===== config.mk =====
export PLATFORM = sky130hd
export DESIGN_NAME = tsq_ctrl
export DESIGN_NICKNAME = d
export VERILOG_FILES = /design/src/rtl/tsq_pkg.sv /design/src/rtl/tsq_ctrl.sv
export SDC_FILE = /design/constraint.sdc
export NUM_CORES = 1
export LEC_CHECK = 0
export BUFFER_PORTS_ARGS = -buffer_cell sky130_fd_sc_hd__buf_2
export CAP_MARGIN = 20
export CELL_PAD_IN_SITES_DETAIL_PLACEMENT = 1
export CELL_PAD_IN_SITES_GLOBAL_PLACEMENT = 1
export CORE_UTILIZATION = 29
export DETAILED_ROUTE_END_ITERATION = 16
export PLACE_DENSITY = 0.7
export SLEW_MARGIN = 30
export SYNTH_ARGS = -nofsm -noshare
export SYNTH_HDL_FRONTEND = slang
export SYNTH_SLANG_ARGS = --single-unit

===== constraint.sdc =====
create_clock -name clk -period 1.63 [get_ports clk]
set_clock_uncertainty 0.05 [all_clocks]
set_input_delay 0.326 -clock clk [delete_from_list [all_inputs] [get_ports clk]]
set_output_delay 0.326 -clock clk [all_outputs]
set_load 0.01 [all_outputs]

===== src/rtl/tsq_pkg.sv =====
// shared types, constants and command codes of the thread scheduler
package tsq_pkg;

  localparam int THREAD_SLOTS = 256;
  localparam int SLOT_W       = $clog2(THREAD_SLOTS);
  localparam int TID_W        = $clog2(THREAD_SLOTS + 2);
  localparam int CNT_W        = $clog2(THREAD_SLOTS + 1);
  localparam int LINK_DEPTH   = THREAD_SLOTS + 1;
  localparam int TIME_W       = 64;
  localparam int CODE_W       = 32;
  localparam int KIND_W       = 3;
  localparam int TARGET_W     = 9;
  localparam int STATUS_W     = 2;

  typedef logic [TID_W-1:0] tid_t;

  localparam tid_t IDLE_TID = TID_W'(THREAD_SLOTS);
  localparam tid_t NIL_TID  = TID_W'(THREAD_SLOTS + 1);

  typedef enum logic [KIND_W-1:0] {
    K_TICK   = 3'd0,
    K_CREATE = 3'd1,
    K_YIELD  = 3'd2,
    K_SLEEP  = 3'd3,
    K_EXIT   = 3'd4,
    K_JOIN   = 3'd5
  } kind_t;

  typedef enum logic [STATUS_W-1:0] {
    ST_OK         = 2'd0,
    ST_NO_SLOT    = 2'd1,
    ST_BAD_TARGET = 2'd2,
    ST_NOT_ZERO   = 2'd3
  } status_t;

  typedef enum logic [3:0] {
    OP_NONE,
    OP_LOAD,
    OP_TICK_START,
    OP_TICK_RD,
    OP_TICK_EV,
    OP_PUSH_CUR,
    OP_POP_RD,
    OP_POP_FIN,
    OP_SLEEP,
    OP_EXIT,
    OP_JOIN,
    OP_BAD_TARGET,
    OP_NOT_ZERO,
    OP_SCAN,
    OP_CREATE,
    OP_NO_SLOT
  } op_t;

  typedef enum logic [3:0] {
    S_IDLE,
    S_DISPATCH,
    S_TICK_RD,
    S_TICK_EV,
    S_YIELD_CHK,
    S_PUSH,
    S_POP_RD,
    S_POP_FIN,
    S_SCAN,
    S_DONE
  } state_t;

  typedef struct packed {
    op_t  op;
    logic out_load;
  } dp_cmd_t;

  typedef struct packed {
    kind_t kind;
    logic  sleep_empty;
    logic  ready_empty;
    logic  cur_is_slot;
    logic  cur_is_zero;
    logic  target_ok;
    logic  preempt;
    logic  tick_last;
    logic  scan_end;
    logic  scan_hit;
  } dp_stat_t;

endpackage


===== src/rtl/tsq_ctrl.sv =====
// scheduler controller state machine
module tsq_ctrl (
  input  logic               clk,
  input  logic               rst_n,
  input  logic               in_valid,
  output logic               in_ready,
  output logic               out_valid,
  input  logic               out_ready,
  input  tsq_pkg::dp_stat_t  stat,
  output tsq_pkg::dp_cmd_t   cmd
);
  import tsq_pkg::*;

  state_t state_r, state_nxt;
  logic   out_valid_r, out_valid_nxt;

  always_ff @(posedge clk) begin
    if (!rst_n) begin
      state_r     <= S_IDLE;
      out_valid_r <= 1'b0;
    end else begin
      state_r     <= state_nxt;
      out_valid_r <= out_valid_nxt;
    end
  end

  assign out_valid = out_valid_r;

  always_comb begin
    state_nxt    = state_r;
    cmd.op       = OP_NONE;
    cmd.out_load = 1'b0;
    in_ready     = 1'b0;
    out_valid_nxt = out_valid_r && !out_ready;

    case (state_r)
      S_IDLE: begin
        in_ready = 1'b1;
        if (in_valid) begin
          cmd.op    = OP_LOAD;
          state_nxt = S_DISPATCH;
        end
      end
      S_DISPATCH: begin
        state_nxt = S_DONE;
        case (stat.kind)
          K_TICK: begin
            if (stat.sleep_empty) begin
              state_nxt = S_YIELD_CHK;
            end else begin
              cmd.op    = OP_TICK_START;
              state_nxt = S_TICK_RD;
            end
          end
          K_CREATE: state_nxt = S_SCAN;
          K_YIELD: begin
            if (!stat.ready_empty) begin
              state_nxt = S_PUSH;
            end
          end
          K_SLEEP: begin
            if (stat.cur_is_slot) begin
              cmd.op    = OP_SLEEP;
              state_nxt = S_POP_RD;
            end
          end
          K_EXIT: begin
            if (stat.cur_is_slot) begin
              cmd.op    = OP_EXIT;
              state_nxt = S_POP_RD;
            end
          end
          K_JOIN: begin
            if (!stat.cur_is_zero) begin
              cmd.op = OP_NOT_ZERO;
            end else if (!stat.target_ok) begin
              cmd.op = OP_BAD_TARGET;
            end else begin
              cmd.op    = OP_JOIN;
              state_nxt = S_POP_RD;
            end
          end
          default: state_nxt = S_DONE;
        endcase
      end
      S_TICK_RD: begin
        cmd.op    = OP_TICK_RD;
        state_nxt = S_TICK_EV;
      end
      S_TICK_EV: begin
        cmd.op    = OP_TICK_EV;
        state_nxt = stat.tick_last ? S_YIELD_CHK : S_TICK_RD;
      end
      S_YIELD_CHK: begin
        state_nxt = (stat.preempt && !stat.ready_empty) ? S_PUSH : S_DONE;
      end
      S_PUSH: begin
        cmd.op    = OP_PUSH_CUR;
        state_nxt = S_POP_RD;
      end
      S_POP_RD: begin
        cmd.op    = OP_POP_RD;
        state_nxt = S_POP_FIN;
      end
      S_POP_FIN: begin
        cmd.op    = OP_POP_FIN;
        state_nxt = S_DONE;
      end
      S_SCAN: begin
        if (stat.scan_end) begin
          cmd.op    = OP_NO_SLOT;
          state_nxt = S_DONE;
        end else if (stat.scan_hit) begin
          cmd.op    = OP_CREATE;
          state_nxt = S_DONE;
        end else begin
          cmd.op = OP_SCAN;
        end
      end
      S_DONE: begin
        if (!out_valid_r || out_ready) begin
          cmd.out_load  = 1'b1;
          out_valid_nxt = 1'b1;
          state_nxt     = S_IDLE;
        end
      end
      default: state_nxt = S_IDLE;
    endcase
  end

endmodule

* After elaboration in Yosys (flattened, before gate mapping)
Index checks and enable logic that the tools add are counted.
** Operators by class
- Equal/unequal tests :: 17
- Mux-type cells :: 28
- Reductions and logical operators :: 10
** Operators with widths (number)
- 4-bit two-way mux :: 11
- 4-bit case mux with 10 select lines :: 1
- 4-bit case mux with 8 select lines :: 1
- 4-bit case mux with 5 select lines :: 1
- 4-bit by 3-bit equality test with 1-bit output, second input constant :: 4
- 4-bit case mux with 4 select lines :: 1
- 3-bit two-way mux :: 3
- 4-bit by 2-bit equality test with 1-bit output, second input constant :: 2
- 4-bit equality test, second input constant :: 2
- 1-bit two-way mux :: 7
- 3-bit by 2-bit equality test with 1-bit output, second input constant :: 2
- 3-bit equality test, second input constant :: 2
- 2-bit two-way mux :: 3
- 4-bit by 1-bit equality test with 1-bit output, second input constant :: 1
- 4-bit zero test :: 1
- 2-bit inequality test, second input constant :: 2
- 3-bit by 1-bit equality test with 1-bit output, second input constant :: 1
- 1-bit zero test :: 3
- 3-bit zero test :: 1
- 3-bit inequality test, second input constant :: 1
- 3-bit AND reduction :: 1
- 1-bit logical AND :: 2
- 2-bit OR reduction :: 1
- 1-bit logical OR :: 1
** Word-level totals
- Output and inout port bits :: 7
- Input bits :: 16
- Register bits after elaboration :: 5

* Longest topological paths before layout
Gate-level depths: netlist (run 1).
- Depth in word-level cells :: 4
- Gate-level depth with buffers :: 5

* Worst setup path after synthesis (run 1)
No wires, ideal clock.
- Path type :: register to output
- From :: register state_r[1]
- To :: output cmd[1] in the netlist's numbering
- Stages on the path, launching flop included :: 5
- Path slack :: -12 ps
- Data arrival time :: 1266 ps
- Path buffers :: 1
- Cell sequence :: dfxtp_1 > clkbuf_1 > nor3_1 > a2111oi_0 > a221o_1
** RTL lines
- start: declaration :: line tsq_ctrl.sv:14 : state_t state_r, state_nxt;
- start signal: assignment :: line tsq_ctrl.sv:22 : state_r <= state_nxt;
- end: declaration :: line tsq_ctrl.sv:10 : output tsq_pkg::dp_cmd_t cmd

==> results of run 1 <==
-- registers in the layout, indices dropped and copies added, names as in the netlist --
| signal | cells |
|---|---|
| out_valid | 1 |
| state_r | 4 |
-- cell usage after synthesis (all sizes together) (3+ instances only) --
| cell type | n |
|---|---|
| a21oi | 4 |
| nand2b | 3 |
| clkbuf | 7 |
| inv | 5 |
| o221ai | 3 |
| nand2 | 6 |
| nor2b | 7 |
| nor2 | 10 |
| nor3 | 4 |
| a21boi | 4 |
| nand3 | 5 |
| o21ai | 7 |
| dfxtp | 5 |
| a211oi | 3 |
| or3 | 4 |
-- worst max-delay path, delay by kind of cell (launching register included) --
kind	cells	cell delay, ps
DFF	1	320
buffers and inverters	1	100
and+or+nand+nor	3	840
-- cell type report --
cell class,count,area [um2]
Fill cell,254,832
Multi-Input combinational cell,77,583
Timing Repair Buffer,52,395
Sequential cell,5,110
Tap cell,27,33.8
Clock buffer,4,26.3
Inverter,5,21.3
-- cells in the final DEF (no fill, tap or decap), drive strengths merged --
cell type	count
a211o	2
o311a	1
clkbuf	4
a21boi	4
o22ai	1
o31a	2
o211ai	1
nand4	1
a21oi	4
o221ai	3
dfxtp	5
nand3b	2
a21o	2
nand2	6
nand4b	1
or3	4
buf	52
a2111oi	1
nor2	10
nand3	5
a31oi	1
a221o	1
nand2b	3
nor2b	7
inv	5
o21ai	7
a211oi	3
nor3	4
a22oi	1
-- routing by layer --
layer,GRT usage,up-vias
met1,0.223,461
met2,0.427,41
met5,0,-
li1,-,448
met3,0.0503,14
met4,0.0588,0
-- repair_timing --
action	4_1_cts	5_1_grt
setup buffers	1	8
hold endpoints to repair	0	0
setup endpoints to repair	6	7
pin swaps	5	10
hold buffers	0	0
resized for setup	22	26
-- cell families after synthesis --
| logic type | Yosys count |
|---|---|
| compound gates | 34 |
| buf+inv | 12 |
| flops | 5 |
| simple gates | 43 |
-- worst paths after layout --
kind,start,end,slack (ps),cells after the start
max,state_r[2],cmd[2],-270,4
min,rst_n,state_r[0],310,2
max reg2reg,state_r[1],state_r[3],-50,7
min reg2reg,out_valid,out_valid,640,2
-- metrics by stage --
stage               TNS [ps]  instances
floorplan                  0         94
global placement        -171        159
detailed placement      -227        159
CTS                     -759        164
global route           -1320        170
finish                  -981        170
-- power by group through the flow --
stage | Clock (mW) | Sequential [mW] | Combinational [mW]
2_1_floorplan | 0 | 0.151 | 0.215
3_5_place_dp | 0 | 0.159 | 0.405
4_1_cts | 0.150 | 0.161 | 0.457
6_report | 0.163 | 0.168 | 0.603
3_3_place_gp | 0 | 0.158 | 0.390
5_1_grt | 0.171 | 0.171 | 0.634
==> impl_results.md, run 1 <==
* Final Power at 0.934 mW
* Simple logic cell fraction of the synthesized area at 0.373
* GPL Wtd Cong at 0.798
* CP dominant cell by count: or3_4
* CTS Buf Count at 3
* Setup crit end kind: output port
* Register area share after synthesis at 0.160
* Gr usage total at 0.216
* Initial Util at 0.312
* Fin util at 0.584
* Critical path required time at 1250 ps
* First-pass GRT wire length at a little under 4000 um
* Combinational share of power at 0.645
* PD cells at approximately 800 mW/mm2
* Layout area overhead at 87.4%
* Core region area at 0.00200 mm2
* Adder-Cell Fraction of Synth Area at 0
* Cell type with the largest total area after synthesis: dfxtp_1
* Total grt overflow at 0
* Crit-path max FO at 2
* Hold Path Class: primary input to register
* Status: complete, but fails checks
* Via Count at 964
* Initial DRT Pass Iterations at 4
* I/O pin total at 23
* # rows at 16
* CTS Buffer Depth at 2
* Fmax at roughly 530 MHz
* Buffers on Ports at 22
* Failing checks: setup timing
* Wire length per cell at 18.7 um
* Net Switching at between 0.3 and 0.4 mW
* Layout Nets at 160
* Synth warn at 0
* Reg power frac at 0.180
* TritonCTS Sinks at 5
* Post-synthesis average cell area at between 6 and 7 um2
* Main synth FF type: dfxtp_1
* Root Buffer Master: clkbuf_4
* Fraction of layout cells with a size suffix above 1 at 0.538
* Top post-synthesis cells by area: dfxtp_1 (16%), nor2b_1 (7.0%), nor2_1 (6.0%)
* Asr flop ratio synth at 0
* Max-Cap Viols at 0
* H-Tree Depth at 1
* Final setup violation count at 7
* Main combinational cell family by area after synthesis: compound AO/OA/AOI/OAI gates
* Routed met1 length at about 1300 um
* Pin count of the biggest net entering global routing at 12
* DP Area at 915 um2
* Met3 wire len at 134 um
* Compound-cell area share of the yosys netlist at 0.395
* Synth cell types at 31
* Initial drt markers at 7
* Proportion of synthesized area in mux cells at 0
* Final-report max-slew violation count at 0
* Lkg Pwr at 0.496 nW
* Pre-CTS worst setup slack at -114 ps
* Worst-Margin Slew at 258 ps
* Worst-Skew Late Latency at about 260 ps
* Reg clk slew, reported paths at 50 ps
* Worst hold slack at 308 ps
* Power Internal at 0.549 mW
* Post-synthesis xor/xnor area fraction at 0
* # diodes at 0
* #FFs+latches synth at 5
* Yosys top cell area share at 0.160
* Peak supply drop at about 0.00053 V
* RSZ-0062 raised after global routing: true
* Synthesized area at 624 um2
* CP arrival at about 1500 ps
* Tmin final at 1900 ps
* Final Instance Area at about 0.0012 mm2
* Clock power frac at 0.175
* Die area at roughly 0.0023 mm2
* EDFF count, synth at 0
* Critical path class: register to output port
* DR top layer: met4
* Crit path largest cell delay at 390 ps
* Worst setup SP type: register
* Dpl hpwl at 1830 um
* Height of the die at around 48 um
* Vias in the first global route at 895
* CTS tree: done
* Switching Share at 0.413
* Critical Path, Cell by Cell: or3_4 -> or3_4 -> nand3_2 -> buf_6
* Die Wd at 48.4 um
* Final WL at 3190 um
* DR DRC count at 0
* Initial antenna violation count at 0
* Post-Synthesis Cells at 94
* Fin crit share at 1.17
* Crit-path slowest cell: or3_4
* Count of final hold-check violations at 0
* Syn Nets at 110
* Relative slew slack at 0.828
* Final ANT Viol Nets at 0
* DR WL met2 at 1690 um
* Vias per inst at 5.67
* Final WS setup at -274 ps
(Power assumes the default switching activity.)
==> run 2: changes to the inputs <==
--- a/config.mk
+++ b/config.mk
@@ -9,9 +9,11 @@
 export CAP_MARGIN = 20
 export CELL_PAD_IN_SITES_DETAIL_PLACEMENT = 1
 export CELL_PAD_IN_SITES_GLOBAL_PLACEMENT = 1
-export CORE_UTILIZATION = 29
+export CORE_MARGIN = 2
+export CORE_UTILIZATION = 32
 export DETAILED_ROUTE_END_ITERATION = 16
-export PLACE_DENSITY = 0.7
+export PLACE_DENSITY = 0.74
+export REMOVE_ABC_BUFFERS = 1
 export SLEW_MARGIN = 30
 export SYNTH_ARGS = -nofsm -noshare
 export SYNTH_HDL_FRONTEND = slang
==> constraint.sdc (replaced) <==
create_clock -name clk -period 1.9 [get_ports clk]
set_clock_uncertainty 0.05 [all_clocks]
set_input_delay 0.38 -clock clk [delete_from_list [all_inputs] [get_ports clk]]
set_output_delay 0.38 -clock clk [all_outputs]
set_load 0.01 [all_outputs]
==> run 2 against run 1 <==
Against the previous run: the run still ends with setup timing left; first-iteration DRC count down 43%; global-route usage about the same; die area down 0.95%; final area down 25%; sequential cell count unchanged; sequential share of layout area up 2.7 points; register-to-register slack better by 350 ps; sequential power down 15%; clock power down 24%; critical path depth unchanged; final cell count down 14%; count of clock-buffer cells in the layout unchanged.
==> impl_results.md, run 2 (synthesized netlist as in run 1, its figures left out) <==
* Multi-input gate area at around 500 um2
* Tmin final at 1950 ps
* Critical path required time at roughly 1500 ps
* Fmax at between 500 and 600 MHz
* Commonest non-fill, non-tap cell in the layout: buf_2
* Status: complete, but fails checks
* PD cells at 671 mW/mm2
* Relative slew slack at 0.802
* Height of the die at 48.2 um
* Final setup TNS at -47.3 ps
* Count of final hold-check violations at 0
* Gr usage total at 0.216
* Initial Util at 0.350
* Worst-Skew Late Latency at 240 ps
* Lkg Pwr at 0.368 nW
* Dpl hpwl at 1670 um
* Die Wd at 48.2 um
* Max reg flops at 4
* Initial DRT Pass Iterations at 4
* Reg clk slew, reported paths at 50 ps
* Max-Cap Viols at 0
* Crit-path max FO at 6
* Buffers on Ports at 22
* Pin count of the biggest net entering global routing at 12
* CP arrival at 1520 ps
* Wire length per cell at 14.3 um
* Core region area at 0.00178 mm2
* Reg power frac at 0.241
* CP dominant cell by count: or3_4
* Final WL at 2100 um
* H-Tree Depth at 1
* Total grt overflow at 0
* Reg with most FFs: state_r
* Fillcell total at approximately 250
* Power Internal at 0.357 mW
* Fraction of layout cells with a size suffix above 1 at 0.369
* RSZ-0062 raised after global routing: true
* # diodes at 0
* Clock power frac at 0.211
* Fin crit share at 1.02
* Largest delay share family, worst path: simple AND/OR/NAND/NOR gates
* Hold Path Class: primary input to register
* Critical path class: register to output port
* Combinational share of power at 0.548
* Layout area overhead at 40.3%
* Peak supply drop at 0.000271 V
* # rows at 15
* CTS Buf Count at 3
* Crit-path slowest cell: or3_4
* Worst-Margin Slew at ~300 ps
* Fin util at 0.491
* Vias in the first global route at 798
* Via Count at 814
* Die area at 0.00232 mm2
* CTS tree: done
* Final-report max-slew violation count at 0
* Setup crit end kind: output port
* TritonCTS Sinks at 5
* Final setup violation count at 1
* I/O pin total at 23
* Buf+Inv Stages, Crit Path at 1
* Vias per inst at 5.54
* Worst setup SP type: register
* Failing checks: setup timing
* Final WS setup at -47.3 ps
* Crit path largest cell delay at ~380 ps
* Net Switching at 0.231 mW
* DR DRC count at 0
* Initial antenna violation count at 0
* Critical Path, Cell by Cell: or3_4 -> or3_4 -> nand3_2 -> buf_6
* Register area at roughly 110 um2
* GPL Wtd Cong at 0.812
* Switching Share at 0.393
* First-pass GRT wire length at 3520 um
* Root Buffer Master: clkbuf_4
* Layout Nets at 139
* Most frequent cells in the layout: buf_2 (21), nor2_1 (9), buf_4 (8)
* Final ANT Viol Nets at 0
* Initial drt markers at 4
* CTS Buffer Depth at 2
[run 2: metal layers]
layer	part of all wire	routed length, um	GRT usage
met3	0.048	101	0.0444
met4	0.018	38	0.0757
met1	0.44	924	0.259
met2	0.49	1040	0.376
met5	0	0	0
[run 2: metrics by stage]
step / power, mW / hold slack, ps / instance area (um2) / instances / setup slack [ps]
6_report: 0.588 / 357 / 876 / 147 / -47.3
3_3_place_gp: 0.420 / 550 / 792 / 141 / 79.0
3_5_place_dp: 0.430 / 581 / 792 / 141 / 67.6
2_1_floorplan: 0.300 / 458 / 598 / 87 / 148
5_1_grt: 0.642 / 358 / 876 / 147 / -84.3
4_1_cts: 0.581 / 351 / 853 / 147 / -72.5
[run 2: cell type report]
| class | instances | area share |
|---|---|---|
| sequential | 5 | 0.121 |
| clock buffer | 4 | 0.0300 |
| inverter | 5 | 0.0214 |
| multi-input combinational | 77 | 0.577 |
| tap | 25 | 0.0357 |
| timing repair buffer | 31 | 0.214 |
[run 2: final timing paths]
kind,startpoint,end,slack [ps],depth (start not counted)
max,state_r[1],cmd[2],-50,4
min,rst_n,state_r[3],360,2
max reg2reg,state_r[1],state_r[0],300,5
min reg2reg,out_valid,out_valid,580,2
[run 2: timing repair]
item                       4_1_cts  5_1_grt
hold buffers                     0        0
setup endpoints to repair        3        3
setup buffers                    2        0
pin swaps                        3        1
gates resized for setup          7        6
[run 2: worst reg2reg max path, stage by stage (launching register included)]
cell      delay [ps]
dfxtp_4          360
or3_4            370
or3_4            380
buf_4            140
o221ai_2          50
o311a_1          180
[run 2: power groups by stage]
stage	sequential [mW]	clock [mW]	combinational, mW
after CTS	0.137	0.128	0.316
after detailed placement	0.138	0	0.292
after floorplan	0.147	0	0.153
after global placement	0.137	0	0.283
after global routing	0.144	0.139	0.358
final	0.142	0.124	0.322
